$ cat src/sv/e2q_pkg.sv
package e2q_pkg;

    localparam int ANGLE_W = 16;
    localparam int QUAT_W = 16;
    localparam int XW = 32;
    localparam int LANES = 3;

    // lanes: half-sum, half-difference and theta
    localparam int LANE_A = 0;
    localparam int LANE_B = 1;
    localparam int LANE_T = 2;

    localparam int ANGLE_FRAC_BITS_DEF = 6;
    localparam int ROTATION_STAGES_DEF = 16;

    localparam longint PI_Q30 = 64'sd3373259426;
    localparam longint HALF_CIRCLE_DEG = 180;
    localparam longint QUARTER_DEG = 90;
    localparam longint CORDIC_GAIN_Q30 = 652032874;

    localparam int CORDIC_FRAC = 30;
    localparam int QUAT_FRAC = 15;
    localparam int QUAT_MAX = 32767;
    localparam int QUAT_MIN = -32768;

    localparam int ATAN_ENTRIES = 24;
    localparam longint ATAN_Q30 [ATAN_ENTRIES] = '{
        843314856, 497837829, 263043836, 133525158,
        67021686, 33543515, 16775850, 8388437,
        4194282, 2097149, 1048575, 524287,
        262143, 131071, 65535, 32767,
        16383, 8191, 4095, 2047,
        1023, 511, 255, 127
    };

    typedef logic [1:0] quad_t;

    localparam quad_t QUAD_0 = 2'd0;
    localparam quad_t QUAD_1 = 2'd1;
    localparam quad_t QUAD_2 = 2'd2;

    // residual angle is carried scaled by the degree-to-radian divisor
    function automatic int z_width(int frac);
        longint quarter;
        quarter = QUARTER_DEG << (frac + 1);
        return $clog2(quarter * PI_Q30) + 2;
    endfunction

endpackage

$ cat src/sv/e2q_cell.sv
module e2q_cell #(
    parameter int FRAC_BITS = e2q_pkg::ANGLE_FRAC_BITS_DEF,
    parameter int STAGE = 0
) (
    input  logic aclk,
    input  logic aresetn,
    input  logic in_valid,
    output logic in_ready,
    input  logic signed [e2q_pkg::XW-1:0] x_in [e2q_pkg::LANES],
    input  logic signed [e2q_pkg::XW-1:0] y_in [e2q_pkg::LANES],
    input  logic signed [e2q_pkg::z_width(FRAC_BITS)-1:0] z_in [e2q_pkg::LANES],
    input  e2q_pkg::quad_t quad_in [e2q_pkg::LANES],
    output logic out_valid,
    input  logic out_ready,
    output logic signed [e2q_pkg::XW-1:0] x_out [e2q_pkg::LANES],
    output logic signed [e2q_pkg::XW-1:0] y_out [e2q_pkg::LANES],
    output logic signed [e2q_pkg::z_width(FRAC_BITS)-1:0] z_out [e2q_pkg::LANES],
    output e2q_pkg::quad_t quad_out [e2q_pkg::LANES]
);
    import e2q_pkg::*;

    localparam int ZW = z_width(FRAC_BITS);
    // arctangent in the same scale as the residual angle
    localparam longint ATAN_SCALED = ATAN_Q30[STAGE] * (HALF_CIRCLE_DEG << (FRAC_BITS + 1));

    logic valid_reg;
    logic signed [XW-1:0] x_reg [LANES], x_next [LANES];
    logic signed [XW-1:0] y_reg [LANES], y_next [LANES];
    logic signed [ZW-1:0] z_reg [LANES], z_next [LANES];
    quad_t q_reg [LANES];

    assign in_ready = !valid_reg || out_ready;
    assign out_valid = valid_reg;

    always_comb begin
        for (int l = 0; l < LANES; l++) begin
            if (!z_in[l][ZW-1]) begin
                x_next[l] = x_in[l] - (y_in[l] >>> STAGE);
                y_next[l] = y_in[l] + (x_in[l] >>> STAGE);
                z_next[l] = z_in[l] - ZW'(ATAN_SCALED);
            end else begin
                x_next[l] = x_in[l] + (y_in[l] >>> STAGE);
                y_next[l] = y_in[l] - (x_in[l] >>> STAGE);
                z_next[l] = z_in[l] + ZW'(ATAN_SCALED);
            end
        end
    end

    always_ff @(posedge aclk) begin
        if (!aresetn) begin
            valid_reg <= 1'b0;
        end else if (in_ready) begin
            valid_reg <= in_valid;
        end
    end

    always_ff @(posedge aclk) begin
        if (in_ready) begin
            for (int l = 0; l < LANES; l++) begin
                x_reg[l] <= x_next[l];
                y_reg[l] <= y_next[l];
                z_reg[l] <= z_next[l];
                q_reg[l] <= quad_in[l];
            end
        end
    end

    assign x_out = x_reg;
    assign y_out = y_reg;
    assign z_out = z_reg;
    assign quad_out = q_reg;

endmodule

$ cat config.mk
export PLATFORM = sky130hd
export DESIGN_NAME = e2q_cell
export DESIGN_NICKNAME = d
export VERILOG_FILES = /design/src/sv/e2q_pkg.sv /design/src/sv/e2q_cell.sv
export SDC_FILE = /design/constraint.sdc
export NUM_CORES = 1
export LEC_CHECK = 0
export BUFFER_PORTS_ARGS = -buffer_cell sky130_fd_sc_hd__buf_2
export CAP_MARGIN = 20
export CORE_AREA = 2 2 272 274
export CTS_CLUSTER_DIAMETER = 150
export CTS_CLUSTER_SIZE = 28
export DETAILED_ROUTE_END_ITERATION = 6
export DIE_AREA = 0 0 274 276
export PLACE_DENSITY = 0.78
export SLEW_MARGIN = 30
export SYNTH_ARGS = -nofsm -noshare
export SYNTH_HDL_FRONTEND = slang
export SYNTH_SLANG_ARGS = --single-unit
$ cat constraint.sdc
create_clock -name aclk -period 13.1 [get_ports aclk]
set_clock_uncertainty 0.15 [all_clocks]
set_input_delay 2.62 -clock aclk [delete_from_list [all_inputs] [get_ports aclk]]
set_output_delay 2.62 -clock aclk [all_outputs]
set_load 0.02 [all_outputs]
# After elaboration in Yosys (flattened, before gate mapping)
# Index checks and enable logic that the tools add are counted.
word_totals:
  register_bits: 343
  elab_cells: 39
op_classes:
  n_addsub: 15
  mux: 9
  n_reduce_logical: 2
op_table:
  columns: ["cell", "n"]
  rows:
  - ["32-bit 2-to-1 mux", 6]
  - ["32-bit subtractor", 6]
  - ["48-bit by 46-bit adder with 48-bit output (second input constant)", 3]
  - ["48-bit 2-to-1 mux", 3]
  - ["48-bit by 46-bit subtractor with 48-bit output (second input constant)", 3]
  - ["32-bit adder", 3]
  - ["1-bit logical NOT", 1]
  - ["1-bit logical OR", 1]

# Logic depth before layout (Yosys ltp)
depth:
  word_depth: 2
  depth_mapped: 15

# Least setup slack after synthesis
# No wires, ideal clock.
synth_timing:
  path_kind: "input-to-output"
  start: "in out_ready"
  end: "out in_ready"
  arrival_ps: 10867
  t_required_ps: 10330
  setup_slack_ps: -537
  cell_stages: 1
  path_cell_list: "nand2b_1"
synth_between:
  elab_chain_len: 1
synth_rtl:
  columns: ["element", "line_no", "text"]
  rows:
  - ["from (decl)", "e2q_cell.sv:14", "input logic out_ready,"]
  - ["1-bit logical OR", "e2q_cell.sv:32", "assign in_ready = !valid_reg || out_ready;"]
  - ["to (decl)", "e2q_cell.sv:8", "output logic in_ready,"]
# Every way passes these cells.

==> metrics <==
Initial Utilization 42.5%; CTS tree built; post-CTS setup buffers 0; status complete, no violations; worst slew pin tran 0.988 ns; number of DRC markers in iteration 0 2863; post-DP HPWL 85.4 mm; critical path endpoint category flip-flop; met3 WL 9.70 mm; cell-internal power 2.32 mW; Worst Path Max Fanout 91; Min-Delay Path Class reg2reg; clock share of power 16.2%; Worst-Skew Late Latency 0.57 ns; Post-CTS Resized 0; leak pwr 16.4 nW; DR pass1 iterations 6; total global routing overflow 0; Post-synth top cells 402 x ha_1, 388 x a21oi_1, 339 x edfxtp_1; combinational power share 44.1%; Final min period 6.21 ns; layout net count 4731; most numerous cell in the Yosys netlist ha_1; chip height 276 um; register bit total from synthesis 340; max cap viols 0; Sequential Power Share 39.7%; Post-Synthesis Cells 3385; max_slew headroom 34.1%; Highest Clock Rate 0.161 GHz; CP Launch Type input pin; Final ANT Viol Nets 0; DR vias 28500; ranking of synthesized cells by area edfxtp_1 33%, ha_1 16%, a21oi_1 6.3%; Global Route Usage Sum 26.5%; Post-synth EDFFs 339; fin cells 4954; Root Buffer clkbuf_16; Net Count, Synth 4145; CP Data Required Time 13.28 ns; crit path kind in2reg; site row count 99; mean post-synth cell area 9.11 um2; Yosys top cell by area edfxtp_1; CTS Buffer Depth 3; H-tree depth 1; # IOs 690; layout cell share with drive strength beyond 1 19.9%; port bufs 689; DRC violations left 0; Final Setup Violations 0; Switching Share 40.7%; vias per inst 5.75; Met1 Wirelength 41.8 mm; Final Hold Vio Count 0; CTS buffer count 16; Psw 1.59 mW; routed wl met2 50.3 mm; Setup TNS 0 ns; top cell type's share of synthesized area 33.0%; Core Region 0.0726 mm2; clk slew on worst S/H paths 0.11 ns; die area 0.0756 mm2; ys flop type edfxtp_1; Post-Route WL 106 mm; vias in the first global route 26800; fin crit share 47.4%; CTS sink cnt 340; RSZ-0062 raised after global routing false; placed insts 4911; Placer Congestion 0.965; design area 0.0356 mm2; detail-routed net length per standard cell 21.5 um; YS warnings 0; largest net degree at the start of global routing 92; Async SR Flop Fraction 0%; post-synthesis sequential area ratio 33.1%; Worst EP arrival 6.39 ns; Die Wd 274 um; count of different cell masters after synthesis 91; max layer used met5; Post-Syn Area 0.0309 mm2; dpl cell area 0.0350 mm2; antenna violations before repair 37; VDD IR max 0.000142 V; area delta synth->final 15.4%; Pwr Density 110 mW/mm2; # hold bufs at CTS 0; Pins Over Slew Limit 0; first-pass GRT wire length 158 mm
## routing by layer
layer | vias to the layer above | track usage, %
li1 | 13400 | -
met1 | 13500 | 32.7
met2 | 1297 | 44.5
met3 | 249 | 6.22
met4 | 34 | 10.5
met5 | - | 0
## power by group through the flow
| stage | clock (mW) | sequential, mW | combinational [mW] |
|---|---|---|---|
| finish | 0.634 | 1.55 | 1.72 |
| global route | 0.680 | 1.57 | 1.84 |
| CTS | 0.651 | 1.55 | 1.70 |
| detailed placement | 0 | 1.57 | 1.69 |
| global placement | 0 | 1.57 | 1.67 |
| floorplan | 0 | 1.85 | 0.821 |
## area by class of cell
class | instances | area [um2]
tap | 959 | 1200
clock buffer | 23 | 458
inverter | 300 | 1130
multi-input combinational | 2611 | 19000
timing repair buffer | 702 | 3570
antenna | 18 | 45.0
clock inverter | 1 | 30.0
fill | 6897 | 37000
sequential | 340 | 10200
## cells in the final DEF, fill, tap and decap left out, drive strengths merged, types with 65 or more instances in the layout
cell / n
o21ai: 215
nor2: 265
ha: 402
xnor2: 217
edfxtp: 339
buf: 702
o21bai: 76
a21o: 117
xor2: 65
inv: 296
a21oi: 390
nand2: 177
## through the flow
step / util [%] / hold slack [ns] / power (mW) / worst slack, ns
final: 49.1 / 0.615 / 3.91 / 6.89
after detailed placement: 48.3 / 0.610 / 3.26 / 6.17
after global routing: 49.1 / 0.640 / 4.09 / 6.66
after CTS: 49.0 / 0.625 / 3.90 / 6.79
after floorplan: - / 2.57 / 2.67 / 3.39
after global placement: 48.3 / 0.579 / 3.25 / 6.20
## state kept, by name (all words and copies together), names as in the netlist
register and cells:
y_out 94, x_out 95, out_valid 1, quad_out 6, z_out 144
## worst paths after layout
path,from,to,slack (ns),cells after the start
setup / recovery,z_in[143],z_out[141],6.89,14
hold / removal,out_valid,out_valid,0.61,2
setup reg to reg,out_valid,x_out[60],9.80,5
hold reg to reg,out_valid,out_valid,0.61,2
## worst max-delay path, cell delays in order
cell and delay (ns):
buf_6 0.49, inv_2 0.29, buf_4 0.38, ha_1 0.44, a21o_1 0.20, a21o_1 0.17, a21o_1 0.20, o21ai_0 0.22
nor2b_1 0.15, o21ai_0 0.16, a31o_2 0.30, a31oi_1 0.32, o41ai_1 0.13, xnor2_1 0.14
## cells by family (layout without fill, tap and decap cells)
kind of cell	Yosys count	count (layout)	synth area share, %
other cells	0	18	0
buf+inv	434	1026	5.44
mux	49	49	1.59
fa+ha+maj	414	414	17.1
simple gates	764	764	11.6
flops	340	340	33.1
compound gates	1102	1102	23.2
xor+xnor	282	282	8.01
(Power assumes the default switching activity.)
