[src/sv/e2q_pkg.sv]
package e2q_pkg;

    localparam int ANGLE_W = 16;
    localparam int QUAT_W = 16;
    localparam int XW = 32;
    localparam int LANES = 3;

    // lanes: half-sum, half-difference and theta
    localparam int LANE_A = 0;
    localparam int LANE_B = 1;
    localparam int LANE_T = 2;

    localparam int ANGLE_FRAC_BITS_DEF = 6;
    localparam int ROTATION_STAGES_DEF = 16;

    localparam longint PI_Q30 = 64'sd3373259426;
    localparam longint HALF_CIRCLE_DEG = 180;
    localparam longint QUARTER_DEG = 90;
    localparam longint CORDIC_GAIN_Q30 = 652032874;

    localparam int CORDIC_FRAC = 30;
    localparam int QUAT_FRAC = 15;
    localparam int QUAT_MAX = 32767;
    localparam int QUAT_MIN = -32768;

    localparam int ATAN_ENTRIES = 24;
    localparam longint ATAN_Q30 [ATAN_ENTRIES] = '{
        843314856, 497837829, 263043836, 133525158,
        67021686, 33543515, 16775850, 8388437,
        4194282, 2097149, 1048575, 524287,
        262143, 131071, 65535, 32767,
        16383, 8191, 4095, 2047,
        1023, 511, 255, 127
    };

    typedef logic [1:0] quad_t;

    localparam quad_t QUAD_0 = 2'd0;
    localparam quad_t QUAD_1 = 2'd1;
    localparam quad_t QUAD_2 = 2'd2;

    // residual angle is carried scaled by the degree-to-radian divisor
    function automatic int z_width(int frac);
        longint quarter;
        quarter = QUARTER_DEG << (frac + 1);
        return $clog2(quarter * PI_Q30) + 2;
    endfunction

endpackage

[src/sv/e2q_reduce.sv]
module e2q_reduce #(
    parameter int FRAC_BITS = e2q_pkg::ANGLE_FRAC_BITS_DEF
) (
    input  logic aclk,
    input  logic aresetn,
    input  logic in_valid,
    output logic in_ready,
    input  logic signed [e2q_pkg::ANGLE_W-1:0] phi,
    input  logic signed [e2q_pkg::ANGLE_W-1:0] theta,
    input  logic signed [e2q_pkg::ANGLE_W-1:0] psi,
    output logic out_valid,
    input  logic out_ready,
    output logic signed [e2q_pkg::z_width(FRAC_BITS)-1:0] z_out [e2q_pkg::LANES],
    output e2q_pkg::quad_t quad_out [e2q_pkg::LANES]
);
    import e2q_pkg::*;

    localparam int ZW = z_width(FRAC_BITS);
    localparam longint QUARTER = QUARTER_DEG << (FRAC_BITS + 1);
    localparam longint CIRCLE = 4 * QUARTER;
    localparam longint SPAN = longint'(1) << ANGLE_W;
    localparam longint OFFSET = ((SPAN + CIRCLE - 1) / CIRCLE) * CIRCLE;
    localparam int UW = $clog2(SPAN + OFFSET);
    localparam int SHIFT = 2 * UW;
    localparam longint RECIP = (longint'(1) << SHIFT) / QUARTER;
    localparam int MW = $clog2(RECIP + 1);
    localparam int PW = UW + MW;
    localparam int QW = $clog2((SPAN + OFFSET) / QUARTER + 1);
    localparam int FW = $clog2(QUARTER);
    localparam int STAGES = 5;

    logic [STAGES-1:0] valid_reg;
    logic [STAGES-1:0] rdy;

    logic signed [UW:0] a_next [LANES];
    logic [UW-1:0] u_reg [LANES], u_next [LANES];
    logic [PW-1:0] prod [LANES];
    logic [UW-1:0] u2_reg [LANES];
    logic [QW-1:0] qe_reg [LANES], qe_next [LANES];
    logic [FW:0] f0_reg [LANES], f0_next [LANES];
    quad_t q0_reg [LANES], q0_next [LANES];
    logic [FW-1:0] f_reg [LANES], f_next [LANES];
    quad_t q1_reg [LANES], q1_next [LANES];
    logic signed [ZW-1:0] z_reg [LANES], z_next [LANES];
    quad_t q2_reg [LANES];

    always_comb begin
        rdy[STAGES-1] = !valid_reg[STAGES-1] || out_ready;
        for (int k = STAGES - 2; k >= 0; k--) begin
            rdy[k] = !valid_reg[k] || rdy[k+1];
        end
    end

    assign in_ready = rdy[0];
    assign out_valid = valid_reg[STAGES-1];

    always_comb begin
        a_next[LANE_A] = (UW+1)'(phi) + (UW+1)'(psi);
        a_next[LANE_B] = (UW+1)'(phi) - (UW+1)'(psi);
        a_next[LANE_T] = (UW+1)'(theta);
        for (int l = 0; l < LANES; l++) begin
            // lift by whole turns so the angle is never negative
            u_next[l] = UW'(a_next[l] + (UW+1)'(OFFSET));
            // quotient by a quarter turn, low by at most one
            prod[l] = PW'(u_reg[l]) * PW'(RECIP);
            qe_next[l] = QW'(prod[l] >> SHIFT);
            f0_next[l] = (FW+1)'(u2_reg[l] - UW'(qe_reg[l]) * UW'(QUARTER));
            q0_next[l] = qe_reg[l][1:0];
            if (f0_reg[l] >= (FW+1)'(QUARTER)) begin
                f_next[l] = FW'(f0_reg[l] - (FW+1)'(QUARTER));
                q1_next[l] = q0_reg[l] + 2'd1;
            end else begin
                f_next[l] = FW'(f0_reg[l]);
                q1_next[l] = q0_reg[l];
            end
            z_next[l] = ZW'(longint'(f_reg[l]) * PI_Q30);
        end
    end

    always_ff @(posedge aclk) begin
        if (!aresetn) begin
            valid_reg <= '0;
        end else begin
            if (rdy[0]) begin
                valid_reg[0] <= in_valid;
            end
            for (int k = 1; k < STAGES; k++) begin
                if (rdy[k]) begin
                    valid_reg[k] <= valid_reg[k-1];
                end
            end
        end
    end

    always_ff @(posedge aclk) begin
        for (int l = 0; l < LANES; l++) begin
            if (rdy[0]) begin
                u_reg[l] <= u_next[l];
            end
            if (rdy[1]) begin
                u2_reg[l] <= u_reg[l];
                qe_reg[l] <= qe_next[l];
            end
            if (rdy[2]) begin
                f0_reg[l] <= f0_next[l];
                q0_reg[l] <= q0_next[l];
            end
            if (rdy[3]) begin
                f_reg[l] <= f_next[l];
                q1_reg[l] <= q1_next[l];
            end
            if (rdy[4]) begin
                z_reg[l] <= z_next[l];
                q2_reg[l] <= q1_reg[l];
            end
        end
    end

    assign z_out = z_reg;
    assign quad_out = q2_reg;

endmodule

[config.mk]
export PLATFORM = sky130hd
export DESIGN_NAME = e2q_reduce
export DESIGN_NICKNAME = d
export VERILOG_FILES = /design/src/sv/e2q_pkg.sv /design/src/sv/e2q_reduce.sv
export SDC_FILE = /design/constraint.sdc
export NUM_CORES = 2
export LEC_CHECK = 0
export ABC_CLOCK_PERIOD_IN_PS = 11750
export BUFFER_PORTS_ARGS = -buffer_cell sky130_fd_sc_hd__buf_4
export CAP_MARGIN = 20
export CORE_MARGIN = 2
export CORE_UTILIZATION = 65
export CTS_BUF_LIST = sky130_fd_sc_hd__clkbuf_4 sky130_fd_sc_hd__clkbuf_8
export CTS_CLUSTER_SIZE = 16
export DETAILED_ROUTE_END_ITERATION = 16
export PLACE_DENSITY = 0.9
export SLEW_MARGIN = 20
export SYNTH_ARGS = -nofsm -noshare
export SYNTH_HDL_FRONTEND = slang
export SYNTH_SLANG_ARGS = --single-unit
[constraint.sdc]
create_clock -name aclk -period 11.75 [get_ports aclk]
set_input_delay 0 -clock aclk [delete_from_list [all_inputs] [get_ports aclk]]
set_output_delay 0 -clock aclk [all_outputs]
set_load 0.005 [all_outputs]
Word-level counts from Yosys, hierarchy flattened
Memory sizes are Yosys's and may differ from the RTL's. A register that Yosys moved wholly into a read port is not among the register bits. Index checks and enable logic that the tools add are counted.

Flip-flop bits (word level): 146. RAM bits: 219. Output and inout bits: 152. Logic and storage cells: 65. Memories kept: 7.

Memory list: u2_reg (words 3, bits a word 18, rd ports 3, clocked after memory_dff 0, write ports 3, RTL line e2q_reduce.sv:38) `logic [UW-1:0] u2_reg [LANES];`; u_reg (words 3, bits a word 18, rd ports 3, clocked after memory_dff 0, write ports 3, RTL line e2q_reduce.sv:36) `logic [UW-1:0] u_reg [LANES], u_next [LANES];`; f0_reg (words 3, bits a word 15, rd ports 3, clocked after memory_dff 0, write ports 3, RTL line e2q_reduce.sv:40) `logic [FW:0] f0_reg [LANES], f0_next [LANES];`; f_reg (words 3, bits a word 14, rd ports 3, clocked after memory_dff 0, write ports 3, RTL line e2q_reduce.sv:42) `logic [FW-1:0] f_reg [LANES], f_next [LANES];`; qe_reg (words 3, bits a word 4, rd ports 3, clocked after memory_dff 0, write ports 3, RTL line e2q_reduce.sv:39) `logic [QW-1:0] qe_reg [LANES], qe_next [LANES];`; q0_reg (words 3, bits a word 2, rd ports 3, clocked after memory_dff 0, write ports 3, RTL line e2q_reduce.sv:41) `quad_t q0_reg [LANES], q0_next [LANES];`; +1 memories.

Add/subtract/negate cells: 14. $mul: 9. Order comparisons: 3. Mux-type cells: 14. Reduce and logical (&&, ||, !) cells: 10.

Operators by type and width (number): $mul 14x31->45 const B (3); $mul 18x19->36 const B (3); $ge 15x14->1 const B (3); $sub 15x15->15 (3); $mux 14 (3); $sub 14x14->14 const B (3); $add 17x18->18 const B (2); $mul 4x6->7 const B (3); $add 16x18->18 const B (1); $add 16x16->17 (1); $sub 16x16->17 (1); $mux 1 (8); $add 2x1->2 const B (3); $mux 2 (3); $logic_not 1->1 (5); $logic_or 1x1->1 (5).

Longest topological paths before layout
Depth in word-level cells: 8. Mapped depth: 23. Gate-level depth less buffers: 23.

Least setup slack after synthesis
No wires, ideal clock.

Kind: reg-to-reg. Start: mem f_reg[0][31] (netlist name). End: reg z_reg, in the netlist z_out[45] (data pin). Setup time: 0.135 ns. Data arrival time: 6.124 ns. Data required time: 11.615 ns. Slack: 5.491 ns. Stages on the path, launching flop included: 22. Buffers on the path: 0. Cells stage by stage: edfxtp_1 fa_1 inv_1 fa_1 inv_1 fa_1 fa_1 fa_1 inv_1 fa_1 inv_1 ha_1 a21o_1 a31oi_1 o311ai_1 a2111o_1 and3_4 o31ai_4 a2111oi_1 o22a_1 or4_1 nand3_1.

RTL lines: from (decl) (RTL line e2q_reduce.sv:42); to (signal, indexed assignment) (RTL line e2q_reduce.sv:113) `z_reg[l] <= z_next[l];`; to (decl) (RTL line e2q_reduce.sv:44) `logic signed [ZW-1:0] z_reg [LANES], z_next [LANES];`.

==> flow_summary_export.csv <==
group,metric,value,unit
critical_path,endpoint,"z_out[139]",
placed_design,dp_hpwl,86100,um
routing,routed_wl,104000,um
global_routing,grt_pass1_wl,170000,um
critical_path,cp_data_required_time,12.12,ns
die,die_w,272,um
critical_path,worst_setup_path_end_kind,"flip-flop",
yosys,synth_top_area_share,26.2,%
timing,setup_viol_count_final,0,
placed_design,gp_congestion,0.978,
global_routing,grt_pass1_vias,34100,
critical_path,rrSetupSlack,4.72,ns
clock_tree,insertion_delay,0.69,ns
clock_tree,h-tree-depth,3,
routing,route.detailed.drc,0,
timing,final_max_slew_viol_count,0,
yosys,synth_warnings,0,
yosys,synth_area_leaders,"fa_1 26%, ha_1 26%, edfxtp_1 22%, inv_1 9.2%, xnor2_1 2.9%",
timing,relSlewSlack,38.5,%
finish,largest_register_ff_count,134,
yosys,synth-edff-count,345,
clock_tree,root_buffer,"clkbuf_8",
die,coreArea,0.0714,mm^2
yosys,synth_xor_area_share,4.23,%
yosys,synth-seq-cells,350,
finish,fin_util,71.7,%
critical_path,path_max_fanout,10,
global_routing,antenna_found_initial,1,
global_routing,grt_use_total,29.1,%
clock_tree,path_clk_slew,0.07,ns
timing,layout_min_cycle_time,7.03,ns
clock_tree,clk_path_buf_depth,3,
clock_tree,cts_tree,"yes",
routing,firstDrtPassIters,6,
global_routing,grt_max_degree,76,
run_status,status,"finished clean",
yosys,synth_cells,4242,
critical_path,arrival,7.40,ns
critical_path,r2r-start,"f_reg[0][3]",
yosys,yosysMostFrequentCell,"inv_1",
yosys,synth_compound_area_share,7.80,%
die,ios,204,
timing,fin_skew,0.0672,ns
timing,fmax,0.142,GHz
timing,period_share,59.8,%
routing,wire_per_inst,18.8,um
routing,vias_per_cell,5.61,
placed_design,io_buffers,194,
timing,grt_setup_unrepaired,"false",
critical_path,ff2ff_path_depth,20,
yosys,syn-cell-area,0.0468,mm^2
yosys,synth_top_family_by_area,"adder cells",
yosys,async_flop_share,0,%
global_routing,grt-ovfl-total,0,
finish,syn2layout_area_growth,9.26,%
yosys,ys_types,78,
critical_path,timing.rr.end,"z_out[139]",
yosys,ys.flop_type,"edfxtp_1",
routing,drt_iter0_drc,1885,
clock_tree,cts_resized,0,
yosys,synth_area_per_cell,11.0,um^2
clock_tree,cts.sinks,350,
critical_path,critPathLaunchType,"flip-flop",
yosys,synthMuxAreaShare,0.152,%
die,die_area,0.0742,mm^2
yosys,synthAdderAreaFrac,52.2,%
yosys,synth_top_area_cell,"fa_1",
critical_path,startpoint,"f_reg[0][3]",
routing,ant_nets,0,
die,num_rows,98,
flow_run,drv_cap,0,
clock_tree,cts_made_buffers,66,
yosys,synth_seq_area_share,22.3,%
yosys,yosys-top-cells-count,"1146 x inv_1, 975 x ha_1, 612 x fa_1",
die,die_y,272,um
timing,setup_tns,0,ns
critical_path,worstSetupPathType,"flip-flop to flip-flop",
timing,hold_viol,0,
routing,vias,31000,
finish,drive_above_1_share,7.23,%
finish,fin_nets,6173,
yosys,synth-simple-area-share,3.80,%
hold_path,hp-class,"input port to flip-flop",
timing,worst_slew_pin_slew,0.922,ns
die,initial_core_util,65.6,%
[cell families (layout without fill, tap and decap cells)]
group | Yosys count | count (layout)
flops | 350 | 350
fa+ha+maj | 1587 | 1587
mux | 7 | 7
other cells | 1 | 10
buf+inv | 1174 | 1504
simple gates | 348 | 348
compound gates | 549 | 549
xor+xnor | 226 | 226
[repair_timing]
item | CTS | global route
endpoints found under the hold margin | 39 | 0
hold buffers | 44 | 0
endpoints found under the setup margin | 0 | 0
buffers inserted | 0 | 0
[worst max-delay path: stages (launching register included)]
cell,delay (ns)
edfxtp_1,0.59
fa_1,0.66
inv_1,0.07
fa_1,0.48
inv_1,0.05
fa_1,0.48
fa_1,0.52
fa_1,0.50
inv_1,0.05
fa_1,0.47
inv_1,0.04
ha_1,0.37
nand3_1,0.11
or2_2,0.30
o21ai_1,0.34
a21boi_0,0.21
o21ai_1,0.37
a41oi_1,0.24
o21bai_1,0.48
a311oi_1,0.20
xnor2_1,0.17
[layer usage]
| metal | vias to the layer above | GRT usage, % | share of wire (%) |
|---|---|---|---|
| met5 | - | 0 | 0 |
| met4 | 0 | 14.2 | 5.0 |
| met3 | 317 | 4.33 | 5.4 |
| met2 | 995 | 49.7 | 49 |
| met1 | 15300 | 36.4 | 40 |
| li1 | 14500 | - | - |
[how the worst min path moves through the flow]
| stage | cells past startpoint | end | from | slack, ns |
|---|---|---|---|---|
| 2_1_floorplan | 0 | u_reg[0][36] | theta[0] | 0.1 |
| 3_3_place_gp | 1 | u_reg[0][40] | theta[4] | 0.18 |
| 3_5_place_dp | 1 | u_reg[0][38] | theta[2] | 0.18 |
| 4_1_cts | 4 | u_reg[0][5] | phi[4] | 0.001 |
| 5_1_grt | 2 | u_reg[0][45] | theta[9] | 0.04 |
| 6_report | 4 | u_reg[0][6] | psi[5] | 0.05 |
[cell usage in the layout, fill, tap and decap left out, types with 10 or more instances in the layout]
cell / count
xnor2_1: 155
nand2_1: 68
a31oi_1: 19
buf_4: 200
o21bai_1: 34
nor2_1: 75
nand2b_1: 28
a21oi_1: 171
nor3_1: 29
clkbuf_8: 72
clkbuf_4: 13
inv_1: 1144
o21a_1: 14
a21o_1: 122
fa_1: 612
ha_1: 975
clkinv_1: 12
a211oi_1: 16
o21ai_0: 68
nand4_1: 16
dlygate4sd3_1: 44
xor2_1: 71
o2111ai_1: 10
nand3_1: 38
nor2b_1: 26
and3_1: 18
edfxtp_1: 345
[per-stage QoR]
| step | area (um^2) | cells | hold WS [ns] | worst slack (ns) |
|---|---|---|---|---|
| 3_3_place_gp | 49400 | 5372 | 0.178 | 5.11 |
| 6_report | 51200 | 5531 | 0.0455 | 4.72 |
| 2_1_floorplan | 46900 | 4250 | 0.0989 | 5.49 |
| 3_5_place_dp | 49400 | 5372 | 0.179 | 4.89 |
| 4_1_cts | 51200 | 5530 | 0.00100 | 4.79 |
| 5_1_grt | 51200 | 5531 | 0.0436 | 4.25 |
[area by class of cell]
cell class	instances	area (um^2)
Clock buffer	85	1090
Sequential cell	350	10500
Inverter	1146	4310
Clock inverter	29	210
Antenna cell	1	2.50
Fill cell	4713	20200
Multi-Input combinational cell	2726	32000
Timing Repair Buffer	244	1940
Tap cell	950	1190
Power is not shown: default switching activity piles up to over one toggle a cycle in this logic, so the estimate is an artifact.
